[src/sv/assert_macros.svh]
// ---------------------------------------------------------------------------
// Assertion macros
// Shared concurrent assertion forms used across the filter RTL.
// ---------------------------------------------------------------------------
`ifndef ASSERT_MACROS_SVH
`define ASSERT_MACROS_SVH

// Consequent must hold in the same cycle as the antecedent
`define ASSERT_IMPLY(LBL, CLK, RST_N, ANT, CON) \
	LBL: assert property (@(posedge CLK) disable iff (!RST_N) (ANT) |-> (CON)) \
		else $error("assertion failed: same-cycle implication");

// Consequent must hold in the cycle after the antecedent
`define ASSERT_NEXT(LBL, CLK, RST_N, ANT, CON) \
	LBL: assert property (@(posedge CLK) disable iff (!RST_N) (ANT) |=> (CON)) \
		else $error("assertion failed: next-cycle implication");

// Condition must never be true
`define ASSERT_NEVER(LBL, CLK, RST_N, COND) \
	LBL: assert property (@(posedge CLK) disable iff (!RST_N) !(COND)) \
		else $error("assertion failed: forbidden condition");

`endif

[src/sv/asvf_pkg.sv]
// ---------------------------------------------------------------------------
// asvf_pkg
// Constants, types and helpers shared by the afterimage streak filter.
// ---------------------------------------------------------------------------
package asvf_pkg;

	// Frame store geometry
	localparam int MAX_FRAME_PIXELS = 131072;
	localparam int POS_W            = $clog2(MAX_FRAME_PIXELS);
	localparam int PLANE_COUNT      = 32;
	localparam int PLANE_W          = $clog2(PLANE_COUNT);
	localparam int PLANE_GROUP      = 4;
	localparam int GROUP_W          = $clog2(PLANE_GROUP);
	localparam int BANKS            = PLANE_COUNT / PLANE_GROUP;
	localparam int BANK_W           = $clog2(BANKS);
	localparam int ADDR_W           = GROUP_W + POS_W;

	// Pixel lanes: four channels, top five bits of each kept
	localparam int LANES      = 4;
	localparam int CHAN_W     = 8;
	localparam int KEEP_SHIFT = 3;
	localparam int LANE_W     = CHAN_W - KEEP_SHIFT;
	localparam int WORD_W     = LANES * LANE_W;
	localparam int PIXEL_W    = LANES * CHAN_W;

	// Configuration
	localparam int FRAME_W     = 18;
	localparam int FRAME_RESET = 76800;

	typedef logic [WORD_W-1:0]             word_t;
	typedef logic [BANKS-1:0][WORD_W-1:0]  bank_data_t;
	typedef logic [LANES-1:0][CHAN_W-1:0]  lane_sum_t;

	// Pixel handed from the control stage to the summing stage
	typedef struct packed {
		logic              valid;
		logic [BANK_W-1:0] bank;
		word_t             value;
		logic              last;
	} issue_t;

	// Memory request shared by all eight banks
	typedef struct packed {
		logic              clear;
		logic              wr;
		logic              rd;
		logic [BANK_W-1:0] bank;
		logic [ADDR_W-1:0] addr;
		word_t             wdata;
	} mem_req_t;

	// Keep the top five bits of every channel, packed into one store word
	function automatic word_t pack_pixel(input logic [PIXEL_W-1:0] pix);
		word_t w;
		w = '0;
		for (int c = 0; c < LANES; c++) begin
			w[c*LANE_W +: LANE_W] = pix[c*CHAN_W + KEEP_SHIFT +: LANE_W];
		end
		return w;
	endfunction

endpackage

[src/sv/asvf_ctrl.sv]
// ---------------------------------------------------------------------------
// asvf_ctrl
// Frame size register, position and plane counters, store clearing sweep
// and input handshake.
// ---------------------------------------------------------------------------
`include "assert_macros.svh"

module asvf_ctrl (
	input  logic                              clk,
	input  logic                              arst_n,
	input  logic                              cfg_wr_en,
	input  logic [asvf_pkg::FRAME_W-1:0]      cfg_wr_data,
	input  logic                              pixel_in_valid,
	output logic                              pixel_in_ready,
	input  logic [asvf_pkg::PIXEL_W-1:0]      pixel_in,
	input  logic                              s1_free,
	output asvf_pkg::issue_t                  issue,
	output asvf_pkg::mem_req_t                mem_req
);

	logic [asvf_pkg::FRAME_W-1:0] frame_q;
	logic [asvf_pkg::POS_W-1:0]   pos_q;
	logic [asvf_pkg::PLANE_W-1:0] plane_q;
	logic                         clearing_q;
	logic [asvf_pkg::ADDR_W-1:0]  clr_cnt_q;

	logic [asvf_pkg::FRAME_W-1:0] size_eff;
	logic [asvf_pkg::FRAME_W-1:0] pos_inc;
	logic                         last;
	logic                         accept;
	asvf_pkg::word_t              value;

	// Frame size register
	always_ff @(posedge clk or negedge arst_n) begin
		if (!arst_n) begin
			frame_q <= asvf_pkg::FRAME_W'(asvf_pkg::FRAME_RESET);
		end else if (cfg_wr_en) begin
			frame_q <= cfg_wr_data;
		end
	end

	// Effective size: zero acts as one, oversize clamps to the store depth
	always_comb begin
		priority if (frame_q == '0) begin
			size_eff = asvf_pkg::FRAME_W'(1);
		end else if (frame_q > asvf_pkg::FRAME_W'(asvf_pkg::MAX_FRAME_PIXELS)) begin
			size_eff = asvf_pkg::FRAME_W'(asvf_pkg::MAX_FRAME_PIXELS);
		end else begin
			size_eff = frame_q;
		end
	end

	assign pos_inc        = {1'b0, pos_q} + asvf_pkg::FRAME_W'(1);
	assign last           = (pos_inc >= size_eff);
	assign pixel_in_ready = !clearing_q && s1_free;
	assign accept         = pixel_in_valid && pixel_in_ready;
	assign value          = asvf_pkg::pack_pixel(pixel_in);

	// Clearing sweep: one row of all banks per cycle after reset
	always_ff @(posedge clk or negedge arst_n) begin
		if (!arst_n) begin
			clearing_q <= 1'b1;
			clr_cnt_q  <= '0;
		end else if (clearing_q) begin
			clr_cnt_q <= clr_cnt_q + asvf_pkg::ADDR_W'(1);
			if (clr_cnt_q == '1) begin
				clearing_q <= 1'b0;
			end
		end
	end

	// Position and plane counters
	always_ff @(posedge clk or negedge arst_n) begin
		if (!arst_n) begin
			pos_q   <= '0;
			plane_q <= '0;
		end else if (accept) begin
			if (last) begin
				pos_q   <= '0;
				plane_q <= plane_q + asvf_pkg::PLANE_W'(1);
			end else begin
				pos_q <= pos_inc[asvf_pkg::POS_W-1:0];
			end
		end
	end

	// Bank = plane / 4, row = (plane mod 4, position)
	always_comb begin
		mem_req.clear = clearing_q;
		mem_req.wr    = accept;
		mem_req.rd    = accept;
		mem_req.bank  = plane_q[asvf_pkg::PLANE_W-1:asvf_pkg::GROUP_W];
		mem_req.addr  = clearing_q ? clr_cnt_q
			: {plane_q[asvf_pkg::GROUP_W-1:0], pos_q};
		mem_req.wdata = clearing_q ? '0 : value;

		issue.valid = accept;
		issue.bank  = plane_q[asvf_pkg::PLANE_W-1:asvf_pkg::GROUP_W];
		issue.value = value;
		issue.last  = last;
	end

	`ASSERT_NEVER(a_no_accept_in_clear, clk, arst_n, accept && clearing_q)
	`ASSERT_NEXT(a_last_wraps_pos, clk, arst_n, accept && last, pos_q == '0)
	`ASSERT_NEXT(a_last_steps_plane, clk, arst_n, accept && last,
		plane_q == $past(plane_q) + asvf_pkg::PLANE_W'(1))

endmodule

[config.mk]
export PLATFORM = sky130hd
export DESIGN_NAME = asvf_ctrl
export DESIGN_NICKNAME = d
export VERILOG_FILES = /design/src/sv/asvf_pkg.sv /design/src/sv/asvf_ctrl.sv
export VERILOG_INCLUDE_DIRS = /design/src /design/src/sv
export SDC_FILE = /design/constraint.sdc
export NUM_CORES = 1
export LEC_CHECK = 0
export CAP_MARGIN = 15
export CORE_AREA = 2 2 85 87
export CTS_CLUSTER_SIZE = 24
export DETAILED_ROUTE_END_ITERATION = 12
export DIE_AREA = 0 0 87 89
export DONT_BUFFER_PORTS = 1
export GPL_TIMING_DRIVEN = 0
export PLACE_DENSITY = 0.81
export RECOVER_POWER = 25
export SYNTH_ARGS = -nofsm -noshare
export SYNTH_HDL_FRONTEND = slang
export SYNTH_SLANG_ARGS = --single-unit
[constraint.sdc]
create_clock -name clk -period 3 [get_ports clk]
set_input_delay 0.15 -clock clk [delete_from_list [all_inputs] [get_ports clk]]
set_output_delay 0.15 -clock clk [all_outputs]
set_load 0.03 [all_outputs]
==> flow_summary.json <==
{
  "nFillCells": 487,
  "placedCellCount": 478,
  "synth-seq-cells": 60,
  "rsz0062_at_grt": "yes",
  "pin_count": 126,
  "power.density_nw_per_um2": 571.5,
  "drt_pass1_iterations": 4,
  "area_growth_pct": 20.01,
  "nets": 520,
  "crit_type": "reg -> out",
  "remaining_drc_errors": 0,
  "cts_root_buf": "clkbuf_8",
  "yosysTopAreaCell": "dfrtp_1",
  "synth_fa_ha_area_frac": 0.06809,
  "syn_nets": 474,
  "fin_util": 0.6892,
  "ys_seq_area_frac": 0.3907,
  "required_ps": 2850,
  "min_period_over_period": 1.108,
  "rows": 30,
  "synth_xor_area_frac": 0.08398,
  "crit_path_end_kind": "output pin",
  "htree_levels": 3,
  "syn_area_per_cell_um2": 9.695,
  "clock-sinks": 60,
  "async_flop_share": 1.000,
  "ant_nets": 0,
  "final-hold-violation-count": 0,
  "overflow": 0,
  "insertion_delay_ps": 350,
  "start_util": 0.5743,
  "clockBufferDepth": 2,
  "crit_slowest_cell": "or4_4",
  "ir_worst_vdd_mv": 0.3748,
  "hold_class": "in -> reg",
  "track_usage": 0.2575,
  "crit_buf_inv": 3,
  "core_area_um2": 6719,
  "die_w_um": 87,
  "path_max_fanout": 7,
  "synth.cell_area_um2": 3859,
  "antenna_cells": 0,
  "max_slew_margin": 0.01509,
  "syn_inst": 398,
  "synth_compound_area_frac": 0.06615,
  "synth_cell_types": 44,
  "violations": "negative setup slack",
  "grt_max_degree": 61,
  "setup_tns_ps": -3832,
  "cts_buffers": 9,
  "cpLargestDelayFamily": "simple AND/OR/NAND/NOR gates",
  "cts_tree": "done",
  "synth_most_common_cell": "dfrtp_1",
  "fmax_mhz": 300.8,
  "skew_ps": 13.07,
  "grt_pass1_vias": 3140,
  "synth_enable_flop_cells": 0,
  "layout-drive-gt1-share": 0.2940,
  "drtIter0Drc": 252,
  "run_status": "complete, but fails checks",
  "drv_cap": 0,
  "critPathArrivalTime_ps": 3170,
  "dieHeight_um": 89,
  "synth_top_area_share": 0.3567,
  "synth_simple_gate_area_frac": 0.1955,
  "place_congestion": 0.8731,
  "setup_viol": 23,
  "worst_pin_slew_ps": 1477,
  "synth_top_flop_cell": "dfrtp_1",
  "slowest_delay_ps": 480,
  "synthTopCellsByArea": "dfrtp_1, mux2_2, ha_1, buf_4, xnor2_1",
  "portBuffers": 0,
  "die_area_um2": 7743,
  "drv_slew": 0,
  "synth_top_family_by_area": "simple AND/OR/NAND/NOR gates",
  "p_leak_nw": 2.076,
  "finalCriticalPeriod_ps": 3325,
  "routedWlPerCell_um": 18.34,
  "setup_ws_ps": -324.7,
  "antenna_found_initial": 0,
  "via_count": 3138,
  "yosys_warnings": 0,
  "power_mw": 2.647,
  "grt_pass1_wl_um": 15190,
  "synth_commonest_cells": "dfrtp_1, nand2_1, mux2_2",
  "final_cells": 529,
  "dp_hpwl_um": 6433,
  "crit_chain": "nor4_2, nand4_1, or4_4, nand2_8, buf_6, nand2_4, ha_4, nand4_1, o221a_2, o221ai_2, clkbuf_8, buf_6",
  "clk_pin_slew_ps": 70,
  "drt_wl_total_um": 9703,
  "via_per_inst": 5.932,
  "critPathLaunchType": "flip-flop",
  "synthMuxAreaShare": 0.1080
}
-- power by group --
part	total, mW	internal [mW]	switching, mW
combinational	0.874	0.349	0.525
sequential	1.02	0.897	0.126
clock	0.750	0.426	0.324
total	2.65	1.67	0.975
-- state kept, by name (all words and copies together), names as in the netlist --
register    cells
plane_q         5
pos_q          17
frame_q        18
clr_cnt_q      19
clearing_q      1
-- final cells by class --
type                    count  area (um^2)  share of cell area
flip-flops and latches     60         1511              0.3264
inverters                  12        45.04            0.009727
multi-input cells         280         2215              0.4782
clock buffers              12        155.1             0.03350
clock inverters             4        47.55             0.01027
plain buffers              45        237.7             0.05134
repair buffers             36        319.1             0.06890
well taps                  80        100.1             0.02162
-- worst register-to-register path, cell delays in order, from the launching register on --
cell	delay, ps
dfrtp_1	410
nor4_2	300
nand4_1	110
or4_4	480
nand2_8	130
buf_6	130
nand2_4	60
ha_4	260
nand4_1	90
o221a_2	310
o221ai_2	230
buf_4	200
buf_8	140
o21ai_0	80
a21o_2	220
-- repair_timing --
item | in CTS | in global routing
gates resized for setup | 48 | 5
endpoints found under the hold margin | 78 | 0
setup endpoints to repair | 23 | 26
hold buffers | 20 | 0
pin swaps | 18 | 8
buffers inserted | 16 | 1
-- cell families after synthesis --
family,after synthesis
xor+xnor,37
simple gates,145
mux,37
compound gates,40
buf+inv,58
flops,60
fa+ha+maj,21
-- path summary, 6_finish.rpt --
kind / startpoint / to / slack [ps] / cells past startpoint
max: frame_q[2]$_DFFE_PN0P_ / issue[0] / -320 / 12
min: cfg_wr_en / frame_q[0]$_DFFE_PN0P_ / 230 / 3
max reg2reg: frame_q[2]$_DFFE_PN0P_ / pos_q[2]$_DFFE_PN0P_ / -280 / 14
min reg2reg: clr_cnt_q[9]$_DFFE_PN0P_ / clr_cnt_q[9]$_DFFE_PN0P_ / 490 / 1
max in group asynchronous: arst_n / pos_q[1]$_DFFE_PN0P_ / 1270 / 2
min in group asynchronous: arst_n / clr_cnt_q[0]$_DFFE_PN0P_ / 740 / 2
-- routing by layer --
layer	GRT usage	up-vias	wire (um)
li1	-	1435	-
met1	0.3017	1535	3904
met2	0.4455	136	4873
met3	0.05355	32	559
met4	0.1364	0	366
met5	0	-	0
-- placed cells by master (no fill, tap or decap), types with 9 or more instances in the layout --
cell type and n:
clkbuf_8 12, inv_1 11, ha_1 16, dfrtp_1 52, xor2_1 13, nand3_1 16, buf_4 25, xnor2_1 23
mux2_2 37, dlygate4sd3_1 19, nand2_1 45, nand4_1 11, clkbuf_1 29, o21ai_0 9, nor2_1 15, nor2b_1 20
-- through the flow --
step                      hold slack (ps)  cell area (um^2)  setup slack, ps
final                               228.4              4631           -324.7
after global placement             -144.3              3968           -547.4
after floorplan                    -145.6              3867            9.734
after global routing                280.5              4631           -448.2
after CTS                           230.1              4698           -283.8
after detailed placement           -144.3              3968           -609.4
No activity file was read; power rests on OpenSTA's default activity.
