$ cat src/sv/assert_macros.svh
// ---------------------------------------------------------------------------
// Assertion macros
// Shared concurrent assertion forms used across the filter RTL.
// ---------------------------------------------------------------------------
`ifndef ASSERT_MACROS_SVH
`define ASSERT_MACROS_SVH

// Consequent must hold in the same cycle as the antecedent
`define ASSERT_IMPLY(LBL, CLK, RST_N, ANT, CON) \
	LBL: assert property (@(posedge CLK) disable iff (!RST_N) (ANT) |-> (CON)) \
		else $error("assertion failed: same-cycle implication");

// Consequent must hold in the cycle after the antecedent
`define ASSERT_NEXT(LBL, CLK, RST_N, ANT, CON) \
	LBL: assert property (@(posedge CLK) disable iff (!RST_N) (ANT) |=> (CON)) \
		else $error("assertion failed: next-cycle implication");

// Condition must never be true
`define ASSERT_NEVER(LBL, CLK, RST_N, COND) \
	LBL: assert property (@(posedge CLK) disable iff (!RST_N) !(COND)) \
		else $error("assertion failed: forbidden condition");

`endif

$ cat src/sv/asvf_pkg.sv
// ---------------------------------------------------------------------------
// asvf_pkg
// Constants, types and helpers shared by the afterimage streak filter.
// ---------------------------------------------------------------------------
package asvf_pkg;

	// Frame store geometry
	localparam int MAX_FRAME_PIXELS = 131072;
	localparam int POS_W            = $clog2(MAX_FRAME_PIXELS);
	localparam int PLANE_COUNT      = 32;
	localparam int PLANE_W          = $clog2(PLANE_COUNT);
	localparam int PLANE_GROUP      = 4;
	localparam int GROUP_W          = $clog2(PLANE_GROUP);
	localparam int BANKS            = PLANE_COUNT / PLANE_GROUP;
	localparam int BANK_W           = $clog2(BANKS);
	localparam int ADDR_W           = GROUP_W + POS_W;

	// Pixel lanes: four channels, top five bits of each kept
	localparam int LANES      = 4;
	localparam int CHAN_W     = 8;
	localparam int KEEP_SHIFT = 3;
	localparam int LANE_W     = CHAN_W - KEEP_SHIFT;
	localparam int WORD_W     = LANES * LANE_W;
	localparam int PIXEL_W    = LANES * CHAN_W;

	// Configuration
	localparam int FRAME_W     = 18;
	localparam int FRAME_RESET = 76800;

	typedef logic [WORD_W-1:0]             word_t;
	typedef logic [BANKS-1:0][WORD_W-1:0]  bank_data_t;
	typedef logic [LANES-1:0][CHAN_W-1:0]  lane_sum_t;

	// Pixel handed from the control stage to the summing stage
	typedef struct packed {
		logic              valid;
		logic [BANK_W-1:0] bank;
		word_t             value;
		logic              last;
	} issue_t;

	// Memory request shared by all eight banks
	typedef struct packed {
		logic              clear;
		logic              wr;
		logic              rd;
		logic [BANK_W-1:0] bank;
		logic [ADDR_W-1:0] addr;
		word_t             wdata;
	} mem_req_t;

	// Keep the top five bits of every channel, packed into one store word
	function automatic word_t pack_pixel(input logic [PIXEL_W-1:0] pix);
		word_t w;
		w = '0;
		for (int c = 0; c < LANES; c++) begin
			w[c*LANE_W +: LANE_W] = pix[c*CHAN_W + KEEP_SHIFT +: LANE_W];
		end
		return w;
	endfunction

endpackage

$ cat src/sv/asvf_sum.sv
// ---------------------------------------------------------------------------
// asvf_sum
// Read-data stage and output register: merges the freshly written plane
// with the seven planes read back and adds them byte by byte.
// ---------------------------------------------------------------------------
`include "assert_macros.svh"

module asvf_sum (
	input  logic                   clk,
	input  logic                   arst_n,
	input  asvf_pkg::issue_t       issue,
	input  asvf_pkg::bank_data_t   rdata,
	output logic                   s1_free,
	input  logic                   out_ready,
	output logic                   out_valid,
	output asvf_pkg::lane_sum_t    out_sum,
	output logic                   out_last
);

	logic                          valid_s1;
	logic [asvf_pkg::BANK_W-1:0]   bank_s1;
	asvf_pkg::word_t               value_s1;
	logic                          last_s1;

	logic                          out_valid_q;
	asvf_pkg::lane_sum_t           out_sum_q;
	logic                          out_last_q;

	logic                          out_free;
	logic                          adv_s1;
	asvf_pkg::bank_data_t          sel;
	asvf_pkg::lane_sum_t           sum;

	assign out_free = !out_valid_q || out_ready;
	assign adv_s1   = valid_s1 && out_free;
	assign s1_free  = !valid_s1 || out_free;

	// Stage 1 control: matches the registered memory read
	always_ff @(posedge clk or negedge arst_n) begin
		if (!arst_n) begin
			valid_s1 <= 1'b0;
		end else if (issue.valid) begin
			valid_s1 <= 1'b1;
		end else if (adv_s1) begin
			valid_s1 <= 1'b0;
		end
	end

	always_ff @(posedge clk) begin
		if (issue.valid) begin
			bank_s1  <= issue.bank;
			value_s1 <= issue.value;
			last_s1  <= issue.last;
		end
	end

	// Own bank reads the old word in the write cycle: take the new value
	always_comb begin
		for (int b = 0; b < asvf_pkg::BANKS; b++) begin
			sel[b] = (bank_s1 == asvf_pkg::BANK_W'(b)) ? value_s1 : rdata[b];
		end
		for (int c = 0; c < asvf_pkg::LANES; c++) begin
			sum[c] = '0;
			for (int b = 0; b < asvf_pkg::BANKS; b++) begin
				sum[c] = sum[c]
					+ asvf_pkg::CHAN_W'(sel[b][c*asvf_pkg::LANE_W +: asvf_pkg::LANE_W]);
			end
		end
	end

	// Output register
	always_ff @(posedge clk or negedge arst_n) begin
		if (!arst_n) begin
			out_valid_q <= 1'b0;
		end else if (out_free) begin
			out_valid_q <= valid_s1;
		end
	end

	always_ff @(posedge clk) begin
		if (adv_s1) begin
			out_sum_q  <= sum;
			out_last_q <= last_s1;
		end
	end

	assign out_valid = out_valid_q;
	assign out_sum   = out_sum_q;
	assign out_last  = out_last_q;

	`ASSERT_NEXT(a_issue_fills_s1, clk, arst_n, issue.valid, valid_s1)
	`ASSERT_NEVER(a_no_issue_when_blocked, clk, arst_n, issue.valid && !s1_free)
	`ASSERT_NEXT(a_stall_holds_s1, clk, arst_n, valid_s1 && !out_free,
		valid_s1 && $stable(value_s1) && $stable(rdata))

endmodule

$ cat config.mk
export PLATFORM = sky130hd
export DESIGN_NAME = asvf_sum
export DESIGN_NICKNAME = d
export VERILOG_FILES = /design/src/sv/asvf_pkg.sv /design/src/sv/asvf_sum.sv
export VERILOG_INCLUDE_DIRS = /design/src /design/src/sv
export SDC_FILE = /design/constraint.sdc
export NUM_CORES = 1
export LEC_CHECK = 0
export BUFFER_PORTS_ARGS = -buffer_cell sky130_fd_sc_hd__buf_2
export CAP_MARGIN = 20
export CORE_MARGIN = 1
export CORE_UTILIZATION = 58
export CTS_BUF_LIST = sky130_fd_sc_hd__clkbuf_4
export DETAILED_ROUTE_END_ITERATION = 16
export PLACE_DENSITY = 0.95
export SYNTH_ARGS = -nofsm -noshare
export SYNTH_HDL_FRONTEND = slang
export SYNTH_SLANG_ARGS = --single-unit
$ cat constraint.sdc
create_clock -name clk -period 10.65 [get_ports clk]
set_input_delay 0.5325 -clock clk [delete_from_list [all_inputs] [get_ports clk]]
set_output_delay 0.5325 -clock clk [all_outputs]
set_load 0.1 [all_outputs]
==> results of run 1 <==
## sequential cells by signal, summed over array words and instances (netlist names)
signal and cells:
out_sum 32, valid_s1 1, out_last 1, bank_s1 3, out_valid 1, last_s1 1, value_s1 20
## metal layers
| metal | global-route usage, % | wire length (um) | up-vias |
|---|---|---|---|
| met3 | 8.53 | 1430 | 47 |
| met5 | 0 | 0 | - |
| met2 | 53.9 | 9270 | 259 |
| met4 | 11.6 | 538 | 0 |
| met1 | 35.6 | 6800 | 2524 |
| li1 | - | - | 2254 |
## placed cells by master, fill, tap and decap left out, types with 9 or more instances in the layout
cell type / instances
sky130_fd_sc_hd__buf_2: 222
sky130_fd_sc_hd__mux2_2: 126
sky130_fd_sc_hd__fa_1: 116
sky130_fd_sc_hd__inv_1: 93
sky130_fd_sc_hd__edfxtp_1: 57
sky130_fd_sc_hd__mux2i_1: 34
sky130_fd_sc_hd__ha_1: 32
sky130_fd_sc_hd__clkbuf_4: 9
sky130_fd_sc_hd__buf_4: 9
## power breakdown
group | internal, W | leakage, nW | switching [W]
registers | 0.000447 | 0.574 | 0.0000306
logic | 0.000697 | 3.39 | 0.00121
clock network | 0.0000463 | 0.0570 | 0.0000982
total | 0.00119 | 4.02 | 0.00134
## cell type report
cell class | instances | area share, %
repair buffers | 232 | 14.0
inverters | 93 | 4.11
clock buffers | 9 | 0.795
diodes | 1 | 0.0294
multi-input cells | 365 | 57.7
well taps | 147 | 2.16
clock inverters | 7 | 0.530
flip-flops and latches | 59 | 20.7
## kinds of logic (layout without fill, tap and decap cells)
kind of cell	count (synthesis)	count (layout)	share of synthesized area, %
muxes	160	160	24.8
adders and majority gates	148	148	38.4
buffers and inverters	109	341	6.44
DFF	59	59	24.8
AOI/OAI and AO/OA	24	24	2.19
and+or+nand+nor	21	21	1.87
xor gates and xnor gates	12	12	1.48
other	0	1	0
## critical path, cell delays in order, from the launching register on
cell and delay [ns]:
sky130_fd_sc_hd__edfxtp_1 0.60, sky130_fd_sc_hd__nor3b_4 0.72, sky130_fd_sc_hd__buf_4 0.35, sky130_fd_sc_hd__mux2_2 0.37
sky130_fd_sc_hd__fa_1 0.52, sky130_fd_sc_hd__fa_1 0.43, sky130_fd_sc_hd__fa_1 0.49, sky130_fd_sc_hd__inv_1 0.05
sky130_fd_sc_hd__fa_1 0.48, sky130_fd_sc_hd__inv_1 0.05, sky130_fd_sc_hd__ha_1 0.21, sky130_fd_sc_hd__fa_1 0.47
sky130_fd_sc_hd__a21o_1 0.20, sky130_fd_sc_hd__a21oi_1 0.17, sky130_fd_sc_hd__xnor2_1 0.09
## final timing paths
| check | cells past startpoint | slack [ns] | start | endpoint |
|---|---|---|---|---|
| worst max-delay path | 14 | 5.20 | bank_s1[0] | out_sum[6] |
| worst min-delay path | 1 | 0.22 | issue[9] | value_s1[8] |
| worst max register to register | 14 | 5.20 | bank_s1[0] | out_sum[6] |
| worst min register to register | 0 | 0.43 | last_s1 | out_last |
| max in group asynchronous | 2 | 10.19 | arst_n | out_valid |
| min in group asynchronous | 2 | 0.37 | arst_n | valid_s1 |
## through the flow
step | hold slack (ns) | std cells | total power [W]
after floorplan | 0.237 | 533 | 0.00201
after global placement | 0.316 | 895 | 0.00228
after detailed placement | 0.320 | 895 | 0.00239
after CTS | 0.188 | 912 | 0.00254
after global routing | 0.187 | 912 | 0.00277
final | 0.217 | 913 | 0.00253
## cells in the mapped netlist
| cell type | instances | share of area [%] |
|---|---|---|
| sky130_fd_sc_hd__a21oi_1 | 8 | 0.56 |
| sky130_fd_sc_hd__ha_1 | 32 | 5.6 |
| sky130_fd_sc_hd__xor2_1 | 4 | 0.49 |
| sky130_fd_sc_hd__o21ai_0 | 4 | 0.28 |
| sky130_fd_sc_hd__o211ai_1 | 4 | 0.42 |
| sky130_fd_sc_hd__fa_1 | 116 | 33 |
| sky130_fd_sc_hd__a211o_1 | 4 | 0.49 |
| sky130_fd_sc_hd__nand2b_1 | 3 | 0.26 |
| sky130_fd_sc_hd__mux2_2 | 126 | 20 |
| sky130_fd_sc_hd__dfrtp_1 | 2 | 0.71 |
| sky130_fd_sc_hd__a21o_1 | 4 | 0.42 |
| sky130_fd_sc_hd__buf_2 | 5 | 0.35 |
| sky130_fd_sc_hd__xnor2_1 | 8 | 0.99 |
| sky130_fd_sc_hd__nor3b_2 | 3 | 0.53 |
| sky130_fd_sc_hd__buf_4 | 11 | 1.2 |
| sky130_fd_sc_hd__nand3b_1 | 4 | 0.42 |
| sky130_fd_sc_hd__inv_1 | 93 | 4.9 |
| sky130_fd_sc_hd__mux2i_1 | 34 | 4.8 |
| sky130_fd_sc_hd__edfxtp_1 | 57 | 24 |
| sky130_fd_sc_hd__nor2_1 | 8 | 0.42 |
| sky130_fd_sc_hd__nor3_1 | 1 | 0.070 |
| sky130_fd_sc_hd__and2_1 | 1 | 0.088 |
| sky130_fd_sc_hd__nand3_1 | 1 | 0.070 |
## timing repair
item | in CTS | in global routing
endpoints found under the hold margin | 2 | 0
hold buffers | 1 | 0
buffers inserted | 0 | 0
==> flow_results.org, run 1 <==
** Detailed routing
- For this block, the via count after detailed routing is 5,084.
- Post-DRT Antenna Nets :: 0
- Final routed wire length divided by cell count :: 19.8 um
- In this run, the number of DRC markers left after iteration 0 of detailed routing was 257.
- Using the TritonRoute via totals, the vias-per-cell ratio works out to 5.57.
- The first TritonRoute pass finished after 4 iterations.
- Routed wire length :: 18,000 um
- Residual DRC count :: 0

** Place
- Routability-driven placement finished with a final weighted congestion of 0.882.
- The wire-length estimate of the detail-placed layout is 14,800 um.
- Before CTS, the worst setup slack after placement is 5.22 ns.
- PortBufs :: 222
- Summing all placed instances gives a cell area of 8370 sq um.

** Floorplan
- Core Region :: 12,000 sq um
- The floorplan has 40 rows.
- From bottom edge to top edge, the die measures 113 um.
- Area of the die :: 12,700 sq um
- Width of the die :: 113 um
- For this configuration, the core starts out at a cell density of 59.3%.
- Boundary pin count :: 223

** GRT
- Pin count of the biggest net entering global routing :: 34
- First-pass GRT wire length :: 28,400 um
- GR Util All Layers :: 30.6%
- Vias in the first global route :: 5,815
- The number of antenna violations at the first check in global routing is 0.
- Global routing finished with a remaining overflow of 0.

** Clocking
- Clock tree synthesis selected as its root buffer the cell sky130_fd_sc_hd__clkbuf_4.
- At the later pin of the worst-skew pair, clock insertion delay measures 0.48 ns.
- TritonCTS built the clock tree.
- Maximum buffer depth of the clock tree :: 2
- Gates resized during post-CTS repair numbered 0.
- The tree built by TritonCTS fans out to 59 sinks.
- CTS buffer count :: 9
- Count of H-tree levels built during CTS :: 3
- After clock tree synthesis, the clock-pin slew on the worst setup and hold paths is 0.14 ns.

** Final layout
- In the final design database the tool counted 1,096 nets.
- Register cell area after layout :: 1760 sq um
- Util after Layout :: 71.0%
- Compared with the post-synthesis result, the final layout area differs by 19.8%.
- Count of filler cells inserted in the layout :: 816
- Layout Cell Area excl Fill :: 8500 sq um
- The multi-input combinational cells in the finished layout cover a total of 4900 sq um.
- The post-route netlist has 49.2% of its cells at a drive strength greater than 1.

** Power and ir drop
- Worst-case vdd ir drop :: 0.227 mV
- LEAKAGE :: 4.02 nW
- Pwr per Cell Area :: 297 nW/um^2

** STA
- Share of the cycle needed by the critical path after routing :: 51.2%
- Subtracting the final worst setup slack from the clock period gives 5.45 ns.
- Post-route clock skew :: 0.0324 ns
- For the pin with the worst max-slew slack, the measured transition is 0.869 ns.
- Maximum clock rate :: 0.183 GHz
- The max-slew violation total from the final report came to 0.
- Final worst slack :: 5.20 ns
- Final Hold Viols :: 0
- Setup violations remaining at the end of the flow were counted as 0.
- In this run the tightest slew margin relative to its limit is 42.1%.
- RSZ-0062 raised after global routing :: no
- Setup tns final :: 0 ns

** Synth
- Yosys printed 0 warnings.
- Instance count of the mapped netlist :: 533
- The number of nets handed over by synthesis was 869.
- Number of flip-flops and latches in the synthesized netlist :: 59
- In this run the cell area of the synthesized design comes to 7090 sq um.
- Mapped Avg Cell Area :: 13.3 sq um
- Summing the sequential cell areas from Yosys gives 24.8% of the chip area.
- After synthesis, the netlist uses 23 different library cells.

** Worst setup path
- The critical path in this run is classified as reg2reg.
- Data on the critical path arrives at its endpoint at 5.68 ns.
- Top fanout value on the critical path :: 11
- STA classifies the critical path endpoint as a register.
- The worst setup path is launched from a register.
- At the worst endpoint, the required time is 10.88 ns.

** Flow run
- Max-cap violations in this run came to 0.

** Worst hold path
- The min-delay analysis places its worst path in the category in2reg.

** Status
- The flow ran to the end, and the final reports show no timing, DRC or antenna violations.
Power figures use the tool's default switching activity.
==> inputs of run 2 (changes only) <==
Settings changed: ABC_AREA set to 1, CORE_UTILIZATION 58 to 54.
Clock period 10.65 ns to 5.2 ns, I/O delays scaled along.
==> flow_results.org, run 2 <==
** Status
- The flow ran to the end, and the final reports show no timing, DRC or antenna violations.

** Clocking
- Clock root buffer :: sky130_fd_sc_hd__clkbuf_4
- TritonCTS built the clock tree.
- TritonCTS created 9 clock buffers.
- Count of H-tree levels built during CTS :: 3
- After clock tree synthesis, the clock-pin slew on the worst setup and hold paths is 0.11 ns.
- Worst skew pair latency :: 0.46 ns
- The tree built by TritonCTS fans out to 59 sinks.
- Once the clock tree was built, the resizer swapped 0 gates to a different size.
- Maximum buffer depth of the clock tree :: 2

** Worst setup path
- Data arrival time of the critical path :: 4.86 ns
- Maximum cell stage delay along the critical path :: 0.59 ns
- Worst Setup End Kind :: register
- Data on the critical path is required at its endpoint by 5.42 ns.
- In this run the worst path has a maximum fanout of 32.
- Chain of cells forming the critical path :: inv_1 > nand3_2 > o21a_1 > fa_1 > inv_1 > fa_1 > inv_1 > fa_1 > inv_1 > ha_1 > fa_1 > nand2_1 > nand3_1 > nand3_1 > nand2_1
- By startpoint and endpoint, the worst setup path is classified as reg2reg.
- In this run the register-to-register setup slack is 0.56 ns.
- Dominant delay contributor by cell family on the critical path :: adder cells
- Buf/Inv on CP :: 4
- STA classifies the critical path startpoint as a register.
- Critical-path cell with the highest stage delay :: sky130_fd_sc_hd__nand3_2

** Power and ir drop
- Worst-case vdd ir drop :: 0.590 mV
- Dividing total power by cell area gives a power density of 646 nW/um^2.
- Sw Ratio :: 56.2%
- Register share of total power :: 16.8%
- The analysis attributes to cell leakage a power of 4.57 nW.
- Clock Power Share :: 5.3%
- Internal power summed over all cells :: 0.00247 W
- For this design the total switching power over the nets is 0.00317 W.
- Combinational cells account for 77.9% of the total power.

** STA
- The max-slew violation total from the final report is 0.
- In the final timing run, aggregate negative setup slack is 0 ns.
- Maximum clock rate :: 0.216 GHz
- In this run the tightest slew margin relative to its limit is 48.9%.
- Post-route clock skew :: 0.0150 ns
- RSZ-0062 raised after global routing :: no
- The final count of hold timing violations was 0.
- The final critical path takes up 89.2% of the cycle.
- Tightest Pin Transition :: 0.766 ns
- The smallest clock period supported by the final layout is computed as 4.64 ns.
- Setup violations remaining at the end of the flow were counted as 0.

** Floorplan
- The region available for standard cell placement spans 12,700 sq um.
- Width of the die :: 116 um
- Initial core utilization :: 55.7%
- Row count :: 41
- The floorplan step defined a die boundary enclosing 13,500 sq um.
- The floorplan step set the die height to 116 um.
- 223 I/O pins were placed.

** Final layout
- Leaving out fill and tap cells, the most frequent cell in the layout is sky130_fd_sc_hd__buf_2.
- The repair_antennas step left the layout with diodes totalling 0.
- The post-route netlist has 24.6% of its cells at a drive strength greater than 1.
- Final cell count without fillers :: 1,218
- The register with the most flip-flops in the layout has 32 of them.
- Counting the fill cells in the layout gives 980.
- The library cells used most frequently in the layout, excluding fill and tap cells, are sky130_fd_sc_hd__buf_2 (222), sky130_fd_sc_hd__nand2_1 (196), sky130_fd_sc_hd__inv_1 (148).
- After routing the design area is 8730 sq um.
- At the end of the flow, the number of nets in the layout was 1,377.
- Synthesis-to-finish area growth :: 23.7%

** GRT
- Entering global routing, the biggest net connects 41 pins.
- Antenna violations before repair :: 0
- GR Util All Layers :: 31.3%
- Vias in the first global route :: 6,975
- First-pass GRT wire length :: 31,300 um
- Remaining global-route overflow :: 0

** Detailed routing
- Vias per std cell :: 5.45
- Routed signal wires occupy layers up through met4.
- Detailed routing inserted a total of 6,633 vias.
- First-pass detailed-route iteration total :: 7
- The count of nets left with antenna violations once routing finished came out at 0.
- For this block, the initial DRC count from the detailed router was 551.
- After detailed routing, the number of remaining DRC violations is 0.
- DR WL met3 :: 2090 um
- For this block, the routed nets add up to 19,700 um of wire.
- Met2 wirelength from detailed routing :: 9770 um
- For this block, wires on met1 add up to 6930 um.
- Final routed wire length divided by cell count :: 16.2 um

** Synth
- Sorting the synthesized cells by area gives the leading types as sky130_fd_sc_hd__fa_1 (33%), sky130_fd_sc_hd__edfxtp_1 (24%), sky130_fd_sc_hd__nand2_1 (10%), sky130_fd_sc_hd__o21ai_0 (9.9%), sky130_fd_sc_hd__inv_1 (7.9%).
- In this run the cell area of the synthesized design comes to 7050 sq um.
- For this run, the leading register cell type out of synthesis is sky130_fd_sc_hd__edfxtp_1.
- During synthesis, Yosys emitted a total of 0 warnings.
- Number of flops mapped to enable cells by yosys :: 57
- In this run, distinct cell masters in the synthesized netlist total 18.
- Sequential cells were found to cover 25.0% of the synthesized design area.
- Portion of synthesized cell area occupied by the leading cell type :: 32.9%
- sky130_fd_sc_hd__fa_1 takes more of the synthesized area than any other cell.
- Number of flip-flops and latches in the synthesized netlist :: 59
- For this run, asynchronously set or reset flops after synthesis account for 3.39%.
- Among all cell types in the netlist, the one instantiated most often is sky130_fd_sc_hd__nand2_1.
- Counting every net in the synthesized netlist gives 1,135.
- Averaged over all synthesized cells, the footprint is 8.83 sq um.
- Top cell types by occurrence after synthesis :: sky130_fd_sc_hd__nand2_1 (196), sky130_fd_sc_hd__inv_1 (148), sky130_fd_sc_hd__o21ai_0 (140)
- Synthesis produced a netlist whose cell count is 799.

** Place
- PortBufs :: 222
- Post-place instance area :: 8370 sq um
- The HPWL after detailed placement is 15,000 um.
- Cell total after placement :: 1,177
- RD Place Congestion :: 0.929

** Flow run
- Across the run, the number of max-cap violations was 0.

** Worst hold path
- The path class of the tightest hold or removal check is in2async.
## run 2: through the flow
stage	worst slack (ns)	hold WS (ns)	power, W	utilization [%]
after floorplan	1.00	-0.0356	0.00437	-
after global placement	0.811	0.0492	0.00503	66.1
after detailed placement	0.608	0.0500	0.00529	66.1
after CTS	0.585	0.0816	0.00561	68.9
after global routing	0.288	0.0804	0.00624	68.9
final	0.562	0.110	0.00564	68.9
## run 2: path summary, 6_finish.rpt
kind	startpoint	endpoint	cells after the start
max in group asynchronous	arst_n	valid_s1	2
hold reg to reg	last_s1	out_last	0
hold / removal	arst_n	out_valid	2
setup / recovery	bank_s1[0]	out_sum[30]	15
setup reg to reg	bank_s1[0]	out_sum[30]	15
min in group clk	out_ready	out_valid	4
## run 2: final cells by class
class                   instances  area, sq um  area share [%]
clock inverters                 5         21.3           0.244
flip-flops and latches         59         1760            20.2
multi-input cells             560         4610            52.8
repair buffers                263         1480            17.0
well taps                     172          215            2.47
clock buffers                  11         82.6           0.946
inverters                     148          556            6.36
## run 2: cells by family (layout without fill, tap and decap cells)
| group | Yosys count | after routing | share of synthesized area, % |
|---|---|---|---|
| compound gates | 168 | 168 | 12.3 |
| xor+xnor | 4 | 4 | 0.497 |
| fa+ha+maj | 148 | 148 | 38.6 |
| buf+inv | 180 | 427 | 10.0 |
| flops | 59 | 59 | 25.0 |
| simple gates | 240 | 240 | 13.6 |
## run 2: layer usage
| layer | up-vias | global-route usage, % |
|---|---|---|
| met5 | - | 0 |
| met4 | 0 | 18.1 |
| met3 | 80 | 8.04 |
| met2 | 463 | 52.7 |
| met1 | 3084 | 36.2 |
| li1 | 3006 | - |
## run 2: what timing repair did
item	4_1_cts	5_1_grt
setup endpoints to repair	0	0
endpoints found under the hold margin	26	0
hold buffers	25	0
buffers inserted	0	0
## run 2: worst register-to-register path, cell delays in order, from the launching register on
cell	delay (ns)
sky130_fd_sc_hd__edfxtp_1	0.50
sky130_fd_sc_hd__inv_1	0.13
sky130_fd_sc_hd__nand3_2	0.59
sky130_fd_sc_hd__o21a_1	0.45
sky130_fd_sc_hd__fa_1	0.52
sky130_fd_sc_hd__inv_1	0.06
sky130_fd_sc_hd__fa_1	0.54
sky130_fd_sc_hd__inv_1	0.06
sky130_fd_sc_hd__fa_1	0.48
sky130_fd_sc_hd__inv_1	0.04
sky130_fd_sc_hd__ha_1	0.21
sky130_fd_sc_hd__fa_1	0.48
sky130_fd_sc_hd__nand2_1	0.10
sky130_fd_sc_hd__nand3_1	0.08
sky130_fd_sc_hd__nand3_1	0.10
sky130_fd_sc_hd__nand2_1	0.06
## run 2: power by group through the flow
stage	clock network [W]	logic, W	registers [W]
final	0.000299	0.00439	0.000949
after global routing	0.000314	0.00496	0.000966
after CTS	0.000299	0.00437	0.000951
after detailed placement	0	0.00433	0.000962
after global placement	0	0.00407	0.000954
after floorplan	0	0.00247	0.00190
